===== config.mk =====
export PLATFORM = sky130hd
export DESIGN_NAME = status_led_pattern_sequencer_flat
export DESIGN_NICKNAME = d
export VERILOG_FILES = /design/src/design/slps_pkg.sv /design/src/design/slps_item_if.sv /design/src/design/slps_result_if.sv /design/src/design/slps_cfg_if.sv /design/src/design/slps_cfg_regs.sv /design/src/design/slps_step_core.sv /design/src/design/status_led_pattern_sequencer.sv /design/src/flat_wrapper.sv
export SDC_FILE = /design/constraint.sdc
export NUM_CORES = 1
export LEC_CHECK = 0
export ABC_AREA = 1
export BUFFER_PORTS_ARGS = -buffer_cell sky130_fd_sc_hd__buf_2
export CELL_PAD_IN_SITES_DETAIL_PLACEMENT = 1
export CELL_PAD_IN_SITES_GLOBAL_PLACEMENT = 1
export CORE_ASPECT_RATIO = 0.8
export CORE_MARGIN = 8
export CORE_UTILIZATION = 40
export DETAILED_ROUTE_END_ITERATION = 6
export HOLD_SLACK_MARGIN = 0.03
export PLACE_DENSITY_LB_ADDON = 0.1
export SYNTH_ARGS = -nofsm -noshare
export SYNTH_HDL_FRONTEND = slang
export SYNTH_HIERARCHICAL = 1
export SYNTH_SLANG_ARGS = --single-unit

===== constraint.sdc =====
create_clock -name clk -period 4.2 [get_ports clk]
set_input_delay 0.63 -clock clk [delete_from_list [all_inputs] [get_ports clk]]
set_output_delay 0.63 -clock clk [all_outputs]
set_load 0.05 [all_outputs]

===== src/design/slps_pkg.sv =====
// ----------------------------------------------------------------------------
// slps_pkg: shared types and constants for the status LED pattern sequencer
// Mode codes, register indexes, reset values and the step tables.
// ----------------------------------------------------------------------------
package slps_pkg;

  typedef enum logic [1:0] {
    MODE_SOLID = 2'd0,
    MODE_BLINK = 2'd1,
    MODE_AP    = 2'd2,
    MODE_WIFI  = 2'd3
  } mode_t;

  localparam int unsigned CFG_IDX_W  = 3;
  localparam int unsigned CFG_DATA_W = 16;

  localparam logic [CFG_IDX_W-1:0] REG_SOLID_LEVEL = 3'd0;
  localparam logic [CFG_IDX_W-1:0] REG_ON_LEVEL    = 3'd1;
  localparam logic [CFG_IDX_W-1:0] REG_OFF_LEVEL   = 3'd2;
  localparam logic [CFG_IDX_W-1:0] REG_BLINK_MS    = 3'd3;
  localparam logic [CFG_IDX_W-1:0] REG_LONG_MS     = 3'd4;
  localparam logic [CFG_IDX_W-1:0] REG_SHORT_MS    = 3'd5;

  localparam logic [7:0]  RST_SOLID_LEVEL = 8'd220;
  localparam logic [7:0]  RST_ON_LEVEL    = 8'd230;
  localparam logic [7:0]  RST_OFF_LEVEL   = 8'd255;
  localparam logic [15:0] RST_BLINK_MS    = 16'd500;
  localparam logic [15:0] RST_LONG_MS     = 16'd1000;
  localparam logic [15:0] RST_SHORT_MS    = 16'd200;

  localparam logic [2:0] BLINK_LEN = 3'd2;
  localparam logic [2:0] AP_LEN    = 3'd4;
  localparam logic [2:0] WIFI_LEN  = 3'd6;

  typedef struct packed {
    logic [7:0]  solid_level;
    logic [7:0]  on_level;
    logic [7:0]  off_level;
    logic [15:0] blink_ms;
    logic [15:0] long_ms;
    logic [15:0] short_ms;
  } cfg_t;

  // long step flags: AP is long, short, short, long
  function automatic logic ap_is_long(input logic [2:0] step);
    logic res;
    begin
      unique case (step)
        3'd0, 3'd3: res = 1'b1;
        default:    res = 1'b0;
      endcase
      return res;
    end
  endfunction

  // Wi-Fi is long, short, long, short, short, long
  function automatic logic wifi_is_long(input logic [2:0] step);
    logic res;
    begin
      unique case (step)
        3'd0, 3'd2, 3'd5: res = 1'b1;
        default:          res = 1'b0;
      endcase
      return res;
    end
  endfunction

endpackage


===== src/design/slps_item_if.sv =====
// ----------------------------------------------------------------------------
// slps_item_if: update word channel
// Carries the current millisecond time and the requested mode.
// ----------------------------------------------------------------------------
interface slps_item_if;
  logic        valid;
  logic        ready;
  logic [31:0] now_ms;
  logic [1:0]  mode;

  modport source (output valid, output now_ms, output mode, input ready);
  modport sink   (input valid, input now_ms, input mode, output ready);
endinterface


===== src/design/slps_result_if.sv =====
// ----------------------------------------------------------------------------
// slps_result_if: LED level word channel
// Carries one LED drive level write.
// ----------------------------------------------------------------------------
interface slps_result_if;
  logic       valid;
  logic       ready;
  logic [7:0] led_level;

  modport source (output valid, output led_level, input ready);
  modport sink   (input valid, input led_level, output ready);
endinterface


===== src/design/slps_cfg_if.sv =====
// ----------------------------------------------------------------------------
// slps_cfg_if: configuration write channel
// Register index plus write data.
// ----------------------------------------------------------------------------
interface slps_cfg_if;
  logic                              valid;
  logic                              ready;
  logic [slps_pkg::CFG_IDX_W-1:0]    index;
  logic [slps_pkg::CFG_DATA_W-1:0]   data;

  modport source (output valid, output index, output data, input ready);
  modport sink   (input valid, input index, input data, output ready);
endinterface


===== src/design/slps_cfg_regs.sv =====
// ----------------------------------------------------------------------------
// slps_cfg_regs: configuration register file
// Six level/duration registers; writes past the list are dropped.
// ----------------------------------------------------------------------------
module slps_cfg_regs (
  input  logic             clk,
  input  logic             rst,
  slps_cfg_if.sink         cfg,
  output slps_pkg::cfg_t   regs
);

  assign cfg.ready = 1'b1;

  always_ff @(posedge clk) begin
    if (rst) begin
      regs.solid_level <= slps_pkg::RST_SOLID_LEVEL;
      regs.on_level    <= slps_pkg::RST_ON_LEVEL;
      regs.off_level   <= slps_pkg::RST_OFF_LEVEL;
      regs.blink_ms    <= slps_pkg::RST_BLINK_MS;
      regs.long_ms     <= slps_pkg::RST_LONG_MS;
      regs.short_ms    <= slps_pkg::RST_SHORT_MS;
    end else if (cfg.valid) begin
      unique case (cfg.index)
        slps_pkg::REG_SOLID_LEVEL: regs.solid_level <= cfg.data[7:0];
        slps_pkg::REG_ON_LEVEL:    regs.on_level    <= cfg.data[7:0];
        slps_pkg::REG_OFF_LEVEL:   regs.off_level   <= cfg.data[7:0];
        slps_pkg::REG_BLINK_MS:    regs.blink_ms    <= cfg.data;
        slps_pkg::REG_LONG_MS:     regs.long_ms     <= cfg.data;
        slps_pkg::REG_SHORT_MS:    regs.short_ms    <= cfg.data;
        default: ;
      endcase
    end
  end

endmodule


===== src/design/slps_step_core.sv =====
// ----------------------------------------------------------------------------
// slps_step_core: pattern state and per-update step logic
// Holds mode, step and last-change time; at most one LED write per update.
// ----------------------------------------------------------------------------
module slps_step_core (
  input  logic                 clk,
  input  logic                 rst,
  input  slps_pkg::cfg_t       regs,
  input  logic                 en,
  input  logic [31:0]          now_ms,
  input  slps_pkg::mode_t      mode,
  output logic                 emit,
  output logic [7:0]           level
);

  slps_pkg::mode_t stored_mode;
  logic [2:0]      pattern_step;
  logic [31:0]     last_change_ms;

  logic [2:0]      pattern_step_next;
  logic [31:0]     last_change_ms_next;

  logic            changed;
  logic [2:0]      cur_step;
  logic [31:0]     cur_last;
  logic [2:0]      step;
  logic [2:0]      len;
  logic [15:0]     wait_ms;
  logic [31:0]     elapsed;
  logic            due;
  logic [2:0]      step_inc;

  always_comb begin
    changed  = (mode != stored_mode);
    cur_step = changed ? 3'd0 : pattern_step;
    cur_last = changed ? 32'd0 : last_change_ms;
    elapsed  = now_ms - cur_last;

    step    = cur_step;
    len     = slps_pkg::BLINK_LEN;
    wait_ms = regs.blink_ms;
    unique case (mode)
      slps_pkg::MODE_SOLID: begin
        len     = slps_pkg::BLINK_LEN;
        wait_ms = regs.blink_ms;
      end
      slps_pkg::MODE_BLINK: begin
        step    = {2'b00, cur_step[0]};
        len     = slps_pkg::BLINK_LEN;
        wait_ms = regs.blink_ms;
      end
      slps_pkg::MODE_AP: begin
        if (cur_step >= slps_pkg::AP_LEN) step = 3'd0;
        len     = slps_pkg::AP_LEN;
        wait_ms = slps_pkg::ap_is_long(step) ? regs.long_ms : regs.short_ms;
      end
      slps_pkg::MODE_WIFI: begin
        if (cur_step >= slps_pkg::WIFI_LEN) step = 3'd0;
        len     = slps_pkg::WIFI_LEN;
        wait_ms = slps_pkg::wifi_is_long(step) ? regs.long_ms : regs.short_ms;
      end
      default: ;
    endcase

    due      = (elapsed >= {16'd0, wait_ms});
    step_inc = step + 3'd1;
    if (step_inc >= len) step_inc = 3'd0;

    if (mode == slps_pkg::MODE_SOLID) begin
      emit                = 1'b1;
      level               = regs.solid_level;
      pattern_step_next   = cur_step;
      last_change_ms_next = cur_last;
    end else if (due) begin
      emit                = 1'b1;
      level               = step[0] ? regs.off_level : regs.on_level;
      pattern_step_next   = step_inc;
      last_change_ms_next = now_ms;
    end else begin
      emit                = 1'b0;
      level               = regs.on_level;
      pattern_step_next   = cur_step;
      last_change_ms_next = cur_last;
    end
  end

  always_ff @(posedge clk) begin
    if (rst) begin
      stored_mode    <= slps_pkg::MODE_SOLID;
      pattern_step   <= 3'd0;
      last_change_ms <= 32'd0;
    end else if (en) begin
      stored_mode    <= mode;
      pattern_step   <= pattern_step_next;
      last_change_ms <= last_change_ms_next;
    end
  end

endmodule


===== src/design/status_led_pattern_sequencer.sv =====
// ----------------------------------------------------------------------------
// status_led_pattern_sequencer: status LED blink/pattern sequencer
// One update word in, zero or one LED level word out.
// ----------------------------------------------------------------------------
// Usage:
//   item   - update words: now_ms (free-running ms time) and mode
//            (solid, blink, AP pattern, Wi-Fi pattern).
//   result - LED level words; one per update in solid mode, otherwise one
//            each time the current pattern step's duration has passed.
//   cfg    - register writes (levels and step durations), always ready;
//            write only while no update is in flight.
// Timing: an update is captured in the input register, evaluated by the
//   step logic while it is held there, and its LED word is registered in the
//   result register when the update advances. One update per cycle is
//   accepted at full rate, while the result side does not stall.
// Stall: while result is held, the input register keeps its word and
//   item.ready drops only when that register is full and cannot drain.
// Reset: solid mode, step 0, last-change time 0, registers to defaults;
//   no word is pending after reset.
// ----------------------------------------------------------------------------
module status_led_pattern_sequencer (
  input  logic           clk,
  input  logic           rst,
  slps_item_if.sink      item,
  slps_result_if.source  result,
  slps_cfg_if.sink       cfg
);

  slps_pkg::cfg_t regs;

  // input register
  logic                 in_valid;
  logic [31:0]          in_now_ms;
  slps_pkg::mode_t      in_mode;

  // result register
  logic                 out_valid;
  logic [7:0]           out_level;

  logic                 advance;
  logic                 emit;
  logic [7:0]           level;

  slps_cfg_regs u_cfg_regs (
    .clk  (clk),
    .rst  (rst),
    .cfg  (cfg),
    .regs (regs)
  );

  // evaluate the held update once the result register has room
  assign advance    = in_valid && (!out_valid || result.ready);
  assign item.ready = !in_valid || advance;

  slps_step_core u_step_core (
    .clk    (clk),
    .rst    (rst),
    .regs   (regs),
    .en     (advance),
    .now_ms (in_now_ms),
    .mode   (in_mode),
    .emit   (emit),
    .level  (level)
  );

  always_ff @(posedge clk) begin
    if (rst) begin
      in_valid <= 1'b0;
    end else if (item.ready) begin
      in_valid <= item.valid;
    end
  end

  always_ff @(posedge clk) begin
    if (item.valid && item.ready) begin
      in_now_ms <= item.now_ms;
      in_mode   <= slps_pkg::mode_t'(item.mode);
    end
  end

  always_ff @(posedge clk) begin
    if (rst) begin
      out_valid <= 1'b0;
    end else if (advance) begin
      out_valid <= emit;
    end else if (result.ready) begin
      out_valid <= 1'b0;
    end
  end

  always_ff @(posedge clk) begin
    if (advance && emit) begin
      out_level <= level;
    end
  end

  assign result.valid     = out_valid;
  assign result.led_level = out_level;

endmodule


===== src/flat_wrapper.sv =====
// flat-port wrapper written by rule: the top's interface ports become plain ports
module status_led_pattern_sequencer_flat 
  (clk, rst, item_valid, item_now_ms, item_mode, item_ready, result_valid, result_led_level, result_ready, cfg_valid, cfg_index, cfg_data, cfg_ready);
  slps_item_if item_i ();
  slps_result_if result_i ();
  slps_cfg_if cfg_i ();
  input  logic clk;
  input  logic rst;
  input wire logic [$bits(item_i.valid)-1:0] item_valid;
  input wire logic [$bits(item_i.now_ms)-1:0] item_now_ms;
  input wire logic [$bits(item_i.mode)-1:0] item_mode;
  output wire logic [$bits(item_i.ready)-1:0] item_ready;
  output wire logic [$bits(result_i.valid)-1:0] result_valid;
  output wire logic [$bits(result_i.led_level)-1:0] result_led_level;
  input wire logic [$bits(result_i.ready)-1:0] result_ready;
  input wire logic [$bits(cfg_i.valid)-1:0] cfg_valid;
  input wire logic [$bits(cfg_i.index)-1:0] cfg_index;
  input wire logic [$bits(cfg_i.data)-1:0] cfg_data;
  output wire logic [$bits(cfg_i.ready)-1:0] cfg_ready;
  assign item_i.valid = item_valid;
  assign item_i.now_ms = item_now_ms;
  assign item_i.mode = item_mode;
  assign item_ready = item_i.ready;
  assign result_valid = result_i.valid;
  assign result_led_level = result_i.led_level;
  assign result_i.ready = result_ready;
  assign cfg_i.valid = cfg_valid;
  assign cfg_i.index = cfg_index;
  assign cfg_i.data = cfg_data;
  assign cfg_ready = cfg_i.ready;
  status_led_pattern_sequencer u_core (.clk(clk), .rst(rst), .item(item_i), .result(result_i), .cfg(cfg_i));
endmodule

# Yosys cells after proc, flatten, opt, wreduce, memory -nomap -nowiden
# Cells that the tools add are included.
# totals
regBits	153
latch_bits	0
ram_bits	0
romBits	0
inputBits	58
n_memories	0
# classes
addsub	2
n_mul	0
div_mod_pow	0
n_lt_le_gt_ge	4
n_eq_ne	12
shifts	0
muxes	27
bitwise	0
reduce_logical	21
# ops
op	count
$mux 32	3
$pmux 16 s3	1
$ge 32x16->1	1
$mux 16	2
$sub 32x32->32	1
$mux 3	8
$mux 8	3
$pmux 3 s3	2
$eq 3x2->1 const B	4
$reduce_and 2->1	6
$eq 3x3->1 const B	3
$logic_not 3->1	3
$mux 1	8
$ge 3x3->1 const B	2
$eq 2x2->1 const B	2
$reduce_or 2->1	2
$add 3x1->3 const B	1
$eq 3x1->1 const B	1
$ge 3x3->1	1
$logic_and 1x1->1	3
$reduce_or 3->1	1
$eq 2x1->1 const B	1
$logic_not 1->1	2
$logic_not 2->1	1
3 further kinds	4

# Longest topological paths before layout
# Gate-level depths: netlist of the first run.
# logic_depth
word_depth	15
mapped_depth	35
mapped_depth_nobuf	32

# Modules after synthesis
# The synthesis of the first run kept the hierarchy.
# by_module_without_submodules
module	n_inst	cells_each	area_per_inst_um2	seq_area_each_um2
slps_step_core	1	1091	5794.3	740.7
slps_cfg_regs	1	387	2782.7	1441.4
status_led_pattern_sequencer	1	60	1366.3	1301.2

# Least setup slack after synthesis of the first run
# OpenSTA, ideal clock, no wires.
# synth_path
path_type	reg-to-reg
startpoint	register u_core.in_mode[0]
endpoint	register u_core.out_level[0], in the netlist u_core/result.led_level[0], enable pin
arrival_ns	3.934
slack_ns	-0.118
stages_incl_launch_ff	31
path_buffers	2
synth_period_minus_slack_ns	4.318
path_cell_list	edfxtp_1 clkbuf_2 xnor2_1 nand2_1 inv_1 clkbuf_1 nand2_1 inv_1 ha_1 inv_1 fa_1 nand2_1 nand2_1 nand3_1 nand2_1 nand2_1 nand2_1 xor2_1 ha_1 nand2_1 nor2_1 a211oi_1 nand2_1 nor2_1 nand3_1 nor2_1 nand2_1 nor2_2 nand3_1 inv_1 nor3_1
# synth_between
elab_chain_len	15
elab_cells_between_ends	33
classes_between	add/sub: 1; order compare: 3; eq/ne: 7; mux: 15; reduce/logical: 7
# synth_rtl
element	line_no	source
start, declared	status_led_pattern_sequencer.sv:34	slps_pkg::mode_t in_mode;
start signal, assigned	status_led_pattern_sequencer.sv:77	in_mode <= slps_pkg::mode_t'(item.mode);
$ne 2x2->1	slps_step_core.sv:34	changed = (mode != stored_mode);
$mux 3	slps_step_core.sv:35	cur_step = changed ? 3'd0 : pattern_step;
$ge 3x3->1 (on tied branches)	slps_step_core.sv:58, slps_step_core.sv:53	
$mux 3 (on tied branches)	slps_step_core.sv:58, slps_step_core.sv:53	
$mux 3	slps_step_core.sv:42	unique case (mode)
$eq 3x2->1 (tied with other cells)	slps_pkg.sv:60	unique case (step)
$reduce_or 3->1 / $reduce_or 2->1 (equally long branches)	slps_pkg.sv:60, slps_pkg.sv:48	
$mux 1 (on tied branches)	slps_pkg.sv:60, slps_pkg.sv:48	
$mux 1	slps_step_core.sv:42	
$mux 16 (on tied branches)	slps_step_core.sv:60, slps_step_core.sv:55	
$pmux 16 s3	slps_step_core.sv:42	
$ge 32x16->1	slps_step_core.sv:65	due = (elapsed >= {16'd0, wait_ms});
$mux 1	slps_step_core.sv:74	end else if (due) begin
$mux 1 (*)	slps_step_core.sv:69	if (mode == slps_pkg::MODE_SOLID) begin
named net u_core.emit	status_led_pattern_sequencer.sv:41	logic emit;
$logic_and 1x1->1 (*)	status_led_pattern_sequencer.sv:92	if (advance && emit) begin
end signal, assigned	status_led_pattern_sequencer.sv:93	out_level <= level;
end, declared	status_led_pattern_sequencer.sv:38	logic [7:0] out_level;
# The timed path passes the listed nets; every way through them passes the cells marked *. The select of a mux whose other input is x is not followed.
# A chain may end at the register's enable or synchronous reset.

# Final worst setup path of the first run
# layout_path
startpoint	register u_core.in_mode[1]
endpoint	register u_core.u_step_core.last_change_ms[13]
# layout_between
elab_chain_len	14
elab_cells_between_ends	32
classes_between	add/sub: 1; order compare: 3; eq/ne: 7; mux: 15; reduce/logical: 6
# layout_rtl
element	line_no	source
$ne 2x2->1	slps_step_core.sv:34	
$mux 3	slps_step_core.sv:35	
$ge 3x3->1 (on tied branches)	slps_step_core.sv:58, slps_step_core.sv:53	
$mux 3 (on tied branches)	slps_step_core.sv:58, slps_step_core.sv:53	
$mux 3	slps_step_core.sv:42	
$eq 3x2->1 (tied with other cells)	slps_pkg.sv:60	
$reduce_or 3->1 / $reduce_or 2->1 (equally long branches)	slps_pkg.sv:60, slps_pkg.sv:48	
$mux 1 (on tied branches)	slps_pkg.sv:60, slps_pkg.sv:48	
$mux 1	slps_step_core.sv:42	
$mux 16 (on tied branches)	slps_step_core.sv:60, slps_step_core.sv:55	
$pmux 16 s3	slps_step_core.sv:42	
$ge 32x16->1	slps_step_core.sv:65	
$mux 32	slps_step_core.sv:74	
$mux 32 (*)	slps_step_core.sv:69	
end signal, assigned	slps_step_core.sv:95	last_change_ms <= last_change_ms_next;
end, declared	slps_step_core.sv:18	logic [31:0] last_change_ms;
# Every way passes the cells marked *; elsewhere a longest branch is shown, timed or not. The select of a mux whose other input is x is not followed.

==> impl_metrics.yaml, run 1 <==
run_status:
  outcome: "complete, but fails checks"
  violations: "setup timing"
clock_tree:
  cts_sinks: 153
  cts_tree: "yes"
  htreeDepth: 4
  clk_latency_ns: 0.44
  numCtsBuffers: 17
  cts-root-buf: "clkbuf_16"
  path_clk_slew_ns: 0.07
  cts_buffer_depth: 2
synth:
  synthesis.nets: 1647
  ys_async_sr_fraction_pct: 0
  synth_cell_types: 37
  netlist_area_um2: 9943
  ys_seq_area_share_pct: 35.03
  ys_top_cells_by_area: "dfxtp_1 (22%), nand2_1 (19%), edfxtp_1 (13%)"
  synth.top_cells.by_count: "nand2_1 (508), inv_1 (226), nand3_1 (180)"
  yosys_most_used_dff: "dfxtp_1"
  ys_warn_count: 6
  ys_seq_elements: 153
  avgSynthCellArea_um2: 6.465
  synth_cells: 1538
  synth_area_leader_cell: "dfxtp_1"
  synth_most_common_cell: "nand2_1"
  synth-edff-count: 42
  synth_top_area_share_pct: 22.35
final_layout:
  area.growth.synth_to_final_pct: 24.66
  diodes: 0
  fin_nets: 1786
  stdcell_area_um2: 12400
  drive_above_1_share_pct: 17.28
  stdcell_count: 2008
global_route:
  first_global_vias: 10854
  grt_antenna_before_repair: 0
  grt_max_degree: 73
  grt_pass1_wl_um: 57970
  overflow: 0
  grtUsageTotal_pct: 24.35
timing:
  setup_ws_ns: -0.04259
  grt_setup_unrepaired: "true"
  drv_slew: 0
  skew_ns: 0.01234
  slew-limit-headroom_pct: 38.64
  fmax_mhz: 235.7
  setup_viol: 20
  worstMarginPinSlew_ns: 0.9204
  fin_crit_ns: 4.243
  finalHoldViolations: 0
  fin_crit_sh_pct: 101.0
  whs_ns: 0.3574
floorplan:
  dieArea_um2: 30190
  initial_utilization_pct: 40.79
  die_y_um: 157.0
  core_area_um2: 24380
  fp.dieW_um: 192.3
  fp-row-count: 51
  ios: 69
power_and_ir_drop:
  p_int_w: 0.002908
  p_comb_share_pct: 22.9
  switchingPower_w: 0.001324
  clkPwrFrac_pct: 38.5
  powerDensity_nw_per_um2: 341.5
  p_leak_nw: 6.186
  switching_share_pct: 31.29
  power.total_w: 0.004233
  peakVddDrop_v: 0.0003026
  power_frac_seq_pct: 38.6
detailed_routing:
  wirelength_um: 36470
  wl_per_cell_um: 18.16
  drtIter0Drc: 576
  vias_per_cell: 5.221
  first_pass_iters: 5
  drt_drc_violations_left: 0
  dr_total_vias: 10483
  drtAntennaViolNets: 0
critical_path:
  max_stage_delay_ns: 0.40
  slowest_stage: "edfxtp_1"
  worst-path-buf-inv: 5
  cp_data_required_time_ns: 4.48
  crit_arrival_ns: 4.52
  crit_family: "simple AND/OR/NAND/NOR gates"
  cp_max_fo: 6
  cp_common_cell: "nand2_1"
  critical_path_class: "reg -> reg"
  start_kind: "flop"
  crit_path_end_kind: "flop"
placed_design:
  dp_hpwl_um: 25570
  placed_area_um2: 11140
  io_buffers: 67
  dp_cells: 1957
  place.gp.congestion: 0.9010
hold_path:
  hold_class: "in -> reg"
job:
  drv_cap: 0
-- what timing repair did --
action                     CTS  global route
hold buffers                 0             0
resized for setup           58            31
setup endpoints to repair   52            52
buffers inserted             8             6
pin swaps                   14            27
gates cloned                 3             2
-- power by group through the flow --
stage,sequential (W),combinational [W],clock [W]
finish,0.00163,0.000969,0.00163
global route,0.00164,0.00107,0.00173
CTS,0.00163,0.000922,0.00166
detailed placement,0.00166,0.000858,0
global placement,0.00166,0.000830,0
floorplan,0.00166,0.000522,0
-- logic make-up after synthesis --
group           after synthesis  synth area share, %
compound gates              162                8.896
xor+xnor                     19                1.674
fa+ha+maj                    51                6.493
buf+inv                     284                11.50
flops                       153                35.03
other cells                   1              0.03771
simple gates                868                36.37
-- placed cells by master, fill, tap and decap left out, types with 6 or more instances in the layout --
master     instances
nor2_2             9
nand3_1          180
nand2_1          478
nand2_4            6
o211ai_1           9
o21ai_0           37
ha_1              37
a211oi_1          11
buf_4             93
nand4_1            8
nor2_4            10
clkbuf_16         21
nor2_1           135
ha_4              13
dfxtp_1          111
nand2_2           25
buf_2             67
a21oi_1           90
xor2_1            15
buf_12             6
edfxtp_1          42
inv_2              6
inv_1            222
-- per-layer routing --
metal  GRT usage (%)  up-vias  share of wire, %
met1           33.67     5076                49
li1                -     5132                 -
met5               0        -                 0
met2           38.68      238                44
met4           6.427        0               1.5
met3           4.047       37               5.2
-- worst reg2reg max path: cells and delay by family, from the launching register on --
kind / cells / cell delay (ns)
buffers and inverters: 5 / 0.62
adders and majority gates: 2 / 0.57
DFF: 1 / 0.40
AOI/OAI and AO/OA: 3 / 0.42
xor gates and xnor gates: 2 / 0.35
and+or+nand+nor: 19 / 1.73
-- area by class of cell --
cell class                 count  area [um2]
fill                        3214       11980
multi-input combinational   1101        5715
sequential                   153        3483
timing repair buffer         175        1324
inverter                     229       859.6
clock buffer                  20       479.2
tap                          318       397.9
clock inverter                12       136.4
-- stage by stage --
| step | TNS, ns | setup WS (ns) | utilization [%] |
|---|---|---|---|
| 6_report | -0.3332 | -0.04259 | 50.85 |
| 5_1_grt | -15.17 | -0.3518 | 50.85 |
| 4_1_cts | 0 | 0.03213 | 49.96 |
| 3_5_place_dp | -13.17 | -0.4758 | 45.71 |
| 3_3_place_gp | -3.870 | -0.2108 | 45.71 |
| 2_1_floorplan | 0 | 0.05525 | - |
-- sequential cells by signal, indices dropped and copies added (netlist names) --
register                           flops
u_core/u_cfg_regs/regs                72
u_core/in_now_ms                      32
u_core/u_step_core/last_change_ms     32
u_core/result.led_level                8
u_core/u_step_core/pattern_step        3
u_core/in_mode                         2
u_core/u_step_core/stored_mode         2
u_core/in_valid                        1
u_core/result.valid                    1
-- worst paths after layout --
path                              startpoint  slack (ns)  cells after the start                                     to
hold / removal                item_now_ms[3]        0.36                      1                    u_core/in_now_ms[3]
setup / recovery           u_core/in_mode[1]       -0.04                     31  u_core/u_step_core/last_change_ms[13]
hold reg to reg   u_core/u_cfg_regs/regs[39]        0.46                      2             u_core/u_cfg_regs/regs[39]
setup reg to reg           u_core/in_mode[1]       -0.04                     31  u_core/u_step_core/last_change_ms[13]
(Power assumes the default switching activity.)
==> run 2, diff against run 1 <==
--- a/config.mk
+++ b/config.mk
@@ -7,14 +7,12 @@
 export LEC_CHECK = 0
 export ABC_AREA = 1
 export BUFFER_PORTS_ARGS = -buffer_cell sky130_fd_sc_hd__buf_2
-export CELL_PAD_IN_SITES_DETAIL_PLACEMENT = 1
-export CELL_PAD_IN_SITES_GLOBAL_PLACEMENT = 1
 export CORE_ASPECT_RATIO = 0.8
 export CORE_MARGIN = 8
-export CORE_UTILIZATION = 40
+export CORE_UTILIZATION = 56
 export DETAILED_ROUTE_END_ITERATION = 6
 export HOLD_SLACK_MARGIN = 0.03
-export PLACE_DENSITY_LB_ADDON = 0.1
+export PLACE_DENSITY = 0.78
 export SYNTH_ARGS = -nofsm -noshare
 export SYNTH_HDL_FRONTEND = slang
 export SYNTH_HIERARCHICAL = 1
==> impl_metrics.yaml, run 2 (same netlist as run 1, synthesis figures left out) <==
clock_tree:
  cts-root-buf: "clkbuf_16"
  cts_sinks: 153
  htreeDepth: 4
  clk_latency_ns: 0.44
  numCtsBuffers: 17
  path_clk_slew_ns: 0.07
  cts_buffer_depth: 2
  cts_tree: "yes"
power_and_ir_drop:
  switchingPower_w: 0.001322
  clkPwrFrac_pct: 36.6
  p_int_w: 0.002719
  p_comb_share_pct: 23.0
  switching_share_pct: 32.71
  peakVddDrop_v: 0.0002439
  p_leak_nw: 6.017
  powerDensity_nw_per_um2: 331.3
  power_frac_seq_pct: 40.4
critical_path:
  path_depth: 28
  reg2reg_from: "u_core/in_mode[1]"
  critical_path_class: "reg -> reg"
  cp_max_fo: 8
  cp_data_required_time_ns: 4.48
  start_kind: "flop"
  crit_family: "simple AND/OR/NAND/NOR gates"
  cp-endpoint: "u_core/u_step_core/pattern_step[2]"
  rr_endpoint: "u_core/u_step_core/pattern_step[2]"
  r2r_slack_ns: -0.06
  max_stage_delay_ns: 0.41
  reg2regPathDepth: 28
  worst-path-buf-inv: 5
  crit_start: "u_core/in_mode[1]"
  crit_path_end_kind: "flop"
  crit_arrival_ns: 4.53
  slowest_stage: "edfxtp_1"
global_route:
  grt_max_degree: 73
  overflow: 0
  grt_antenna_before_repair: 0
  met1_usage_pct: 36.94
  grt_pass1_wl_um: 45290
  met3_usage_pct: 5.286
  grt_use_met2_pct: 37.35
  grtUsageTotal_pct: 25.31
  first_global_vias: 9028
  grt-busiest-layer: "met2"
final_layout:
  layout_top_registers: "u_core/u_cfg_regs/regs x72, u_core/in_now_ms x32, u_core/u_step_core/last_change_ms x32"
  drive_above_1_share_pct: 17.48
  regMostFlops: "u_core/u_cfg_regs/regs"
  fill_cells: 1468
  stdcell_area_um2: 12200
  diodes: 0
  final_common_cell: "nand2_1"
  stdcell_count: 1884
  largest_register_ffs: 72
  area.growth.synth_to_final_pct: 22.67
  fin_nets: 1755
  final_cell_mix: "nand2_1 (468), inv_1 (220), nand3_1 (176)"
detailed_routing:
  first_pass_iters: 6
  vias_per_cell: 5.583
  wirelength_um: 31030
  drtIter0Drc: 1166
  drt_drc_violations_left: 0
  drtAntennaViolNets: 0
  wl_per_cell_um: 16.47
  dr_total_vias: 10518
floorplan:
  ios: 69
  fp.dieW_um: 165.0
  core_area_um2: 17380
  dieArea_um2: 22300
  die_y_um: 135.2
  initial_utilization_pct: 57.22
  fp-row-count: 43
placed_design:
  dp_hpwl_um: 20450
  place.gp.congestion: 0.9794
  dp_cells: 1827
  placed_area_um2: 10730
  io_buffers: 67
timing:
  finalSetupTns_ns: -0.5949
  worstMarginPinSlew_ns: 1.264
  setup_ws_ns: -0.05702
  fin_crit_ns: 4.257
  fmax_mhz: 234.9
  grt_setup_unrepaired: "true"
  fin_crit_sh_pct: 101.4
  drv_slew: 0
  skew_ns: 0.01353
  setup_viol: 26
  finalHoldViolations: 0
  slew-limit-headroom_pct: 15.76
run_status:
  violations: "setup timing"
  outcome: "complete, but fails checks"
job:
  drv_cap: 0
hold_path:
  min_from: "item_now_ms[29]"
  hold_class: "in -> reg"
[run 2: cell types whose count changed in the layout (fill, tap and decap cells not counted), moves of 5 or more]
cell | before | now
o21ai_1 | 2 | 8
nand2_1 | 478 | 468
o21ai_0 | 37 | 30
buf_4 | 93 | 57
nand2_2 | 25 | 37
inv_6 | 1 | 6
[run 2: power by group through the flow]
stage	registers, W	clock network, W	logic, W
after floorplan	0.00166	0	0.000522
after global placement	0.00165	0	0.000757
after detailed placement	0.00166	0	0.000774
after CTS	0.00162	0.00150	0.000782
after global routing	0.00164	0.00157	0.00102
final	0.00163	0.00148	0.000927
[run 2: worst min-delay path by stage]
stage               cells past startpoint                          to
finish                                  1        u_core/in_now_ms[29]
global route                            1        u_core/in_now_ms[24]
CTS                                     1         u_core/in_now_ms[8]
detailed placement                      2  u_core/u_cfg_regs/regs[52]
global placement                        2  u_core/u_cfg_regs/regs[52]
floorplan                               2  u_core/u_cfg_regs/regs[48]
[run 2: cell type report]
class	count	area, um2	share of cell area, %
Timing Repair Buffer	144	1164	9.540
Sequential cell	153	3483	28.56
Clock inverter	15	132.6	1.087
Inverter	229	864.6	7.088
Tap cell	225	281.5	2.308
Multi-Input combinational cell	1101	5847	47.93
Clock buffer	17	425.4	3.488
[run 2: timing repair]
item / in CTS / in global routing
endpoints found under the hold margin: 0 / 0
gates resized for setup: 3 / 125
pin swaps: 0 / 29
setup buffers: 0 / 18
endpoints found under the setup margin: 51 / 52
hold buffers: 0 / 0
gates cloned: 0 / 8
[run 2: metrics by stage]
| stage | power [W] | util (%) | hold WS (ns) | setup WS (ns) |
|---|---|---|---|---|
| 2_1_floorplan | 0.002183 | - | 0.4236 | 0.05525 |
| 3_3_place_gp | 0.002412 | 61.75 | 0.4337 | -0.1356 |
| 3_5_place_dp | 0.002430 | 61.75 | 0.4389 | -0.2091 |
| 4_1_cts | 0.003904 | 65.08 | 0.3503 | 0.0001128 |
| 5_1_grt | 0.004227 | 70.19 | 0.3434 | -0.2597 |
| 6_report | 0.004041 | 70.19 | 0.3630 | -0.05702 |
[run 2: per-layer routing]
metal	vias to the layer above	part of all wire, %
li1	5091	-
met1	4813	44
met2	566	43
met3	48	11
met4	0	1.6
met5	-	0
[run 2: worst reg2reg max path, delay by kind of cell (launching register included)]
kind | cells | cell delay (ns)
adders and majority gates | 1 | 0.39
xor gates and xnor gates | 2 | 0.42
DFF | 1 | 0.41
AOI/OAI and AO/OA | 5 | 0.71
and+or+nand+nor | 15 | 1.44
buffers and inverters | 5 | 0.73
==> run 3, diff against run 2 <==
--- a/config.mk
+++ b/config.mk
@@ -9,10 +9,9 @@
 export BUFFER_PORTS_ARGS = -buffer_cell sky130_fd_sc_hd__buf_2
 export CORE_ASPECT_RATIO = 0.8
 export CORE_MARGIN = 8
-export CORE_UTILIZATION = 56
+export CORE_UTILIZATION = 35
 export DETAILED_ROUTE_END_ITERATION = 6
 export HOLD_SLACK_MARGIN = 0.03
-export PLACE_DENSITY = 0.78
 export SYNTH_ARGS = -nofsm -noshare
 export SYNTH_HDL_FRONTEND = slang
 export SYNTH_HIERARCHICAL = 1
==> constraint.sdc (replaced) <==
create_clock -name clk -period 4.53 [get_ports clk]
set_input_delay 0.6795 -clock clk [delete_from_list [all_inputs] [get_ports clk]]
set_output_delay 0.6795 -clock clk [all_outputs]
set_load 0.05 [all_outputs]
==> impl_metrics.yaml, run 3 (same netlist as run 1, synthesis figures left out) <==
run_status:
  outcome: "complete, no violations"
critical_path:
  max_stage_delay_ns: 0.43
  slowest_stage: "edfxtp_1"
  crit_arrival_ns: 4.58
  cp_data_required_time_ns: 4.90
  cp_max_fo: 32
  start_kind: "flop"
  critical_path_class: "reg -> reg"
  crit_path_end_kind: "flop"
detailed_routing:
  drtAntennaViolNets: 0
  dr_total_vias: 9812
  drtIter0Drc: 813
  drt_drc_violations_left: 0
  wirelength_um: 30000
  first_pass_iters: 6
  wl_per_cell_um: 15.03
  vias_per_cell: 4.916
floorplan:
  core_area_um2: 28150
  dieArea_um2: 34090
  fp-row-count: 55
  initial_utilization_pct: 35.33
  ios: 69
  die_y_um: 166.8
  fp.dieW_um: 204.4
global_route:
  first_global_vias: 9098
  grtUsageTotal_pct: 17.18
  grt_antenna_before_repair: 1
  grt_max_degree: 73
  grt_pass1_wl_um: 47780
  overflow: 0
final_layout:
  final_core_util_pct: 41.70
  fill_cells: 2959
  drive_above_1_share_pct: 12.55
  multi_input_area_um2: 5668
  fin_nets: 1722
  largest_register_ffs: 72
  final_common_cell: "nand2_1"
  layout_top_registers: "u_core/u_cfg_regs/regs x72, u_core/in_now_ms x32, u_core/u_step_core/last_change_ms x32"
  seq_area_um2: 3483
  area.growth.synth_to_final_pct: 18.03
  regMostFlops: "u_core/u_cfg_regs/regs"
  stdcell_count: 1996
  final_cell_mix: "nand2_1 (495), inv_1 (225), nand3_1 (180)"
  diodes: 0
timing:
  worstMarginPinSlew_ns: 0.9071
  setup_viol: 0
  fin_crit_sh_pct: 92.96
  skew_ns: 0.01385
  finalHoldViolations: 0
  drv_slew: 0
  finalSetupTns_ns: 0
  setup_ws_ns: 0.3189
  fin_crit_ns: 4.211
  fmax_mhz: 237.5
  slew-limit-headroom_pct: 39.46
clock_tree:
  cts-root-buf: "clkbuf_16"
  path_clk_slew_ns: 0.07
  hold_buffers: 0
  cts_sinks: 153
  htreeDepth: 4
  cts_buffer_depth: 2
  numCtsBuffers: 17
  clk_latency_ns: 0.45
  cts_tree: "yes"
power_and_ir_drop:
  peakVddDrop_v: 0.0002622
  powerDensity_nw_per_um2: 310.4
  p_leak_nw: 5.736
  power.total_w: 0.003643
placed_design:
  pre_cts_ws_ns: -0.1065
  place.gp.congestion: 0.9208
  dp_hpwl_um: 21210
  io_buffers: 67
  dp_cells: 1955
hold_path:
  hold_class: "in -> reg"
job:
  drv_cap: 0
## run 3: changes by cell type in the layout (fill, tap and decap cells not counted), sizes merged
| cell | previous run | this run |
|---|---|---|
| buf | 136 | 107 |
| clkbuf | 25 | 18 |
| clkinv | 4 | 6 |
| clkinvlp | 4 | 1 |
| inv | 236 | 237 |
| nand2 | 511 | 513 |
| xnor2 | 4 | 5 |
## run 3: stage by stage
stage / hold slack (ns) / area [um2]
3_5_place_dp: 0.4392 / 10760
3_3_place_gp: 0.4339 / 10760
5_1_grt: 0.3871 / 11740
6_report: 0.3996 / 11740
2_1_floorplan: 0.4236 / 9943
4_1_cts: 0.3777 / 11320
## run 3: worst max-delay path: cells and delay by family (launching register included)
kind,cells,cell delay (ns)
buffers and inverters,6,0.83
and+or+nand+nor,14,1.50
AOI/OAI and AO/OA,6,0.92
DFF,1,0.43
adders and majority gates,1,0.30
xor gates and xnor gates,1,0.15
## run 3: metal layers
metal  routed length (um)  share of wire (%)  GRT usage [%]
met4                  352                1.2          4.064
met5                   13              0.043              0
met2                12680                 42          25.43
met1                14950                 50          24.67
met3                 2012                6.7          4.111
## run 3: what timing repair did
action / CTS / global route
endpoints found under the setup margin: 18 / 52
resized for setup: 2 / 60
cloned: 0 / 4
buffers inserted: 0 / 5
pin swaps: 0 / 8
## run 3: power by group
| group | internal (W) | switching (W) |
|---|---|---|
| Combinational | 0.000265 | 0.000485 |
| Sequential | 0.00147 | 0.0000384 |
| Clock | 0.000720 | 0.000663 |
| Total | 0.00246 | 0.00119 |
## run 3: area by class of cell
type | count | share of cell area (%)
multi-input cells | 1104 | 48.29
flip-flops and latches | 153 | 29.68
inverters | 229 | 7.324
repair buffers | 108 | 6.013
well taps | 370 | 3.945
clock buffers | 17 | 3.625
clock inverters | 15 | 1.119
## run 3: worst paths after layout
kind	startpoint	to	slack, ns	depth (start not counted)
worst max-delay path	u_core/in_mode[0]	u_core/u_step_core/last_change_ms[17]	0.32	28
worst min-delay path	item_now_ms[27]	u_core/in_now_ms[27]	0.40	1
worst max register to register	u_core/in_mode[0]	u_core/u_step_core/last_change_ms[17]	0.32	28
worst min register to register	u_core/u_cfg_regs/regs[55]	u_core/u_cfg_regs/regs[55]	0.45	2
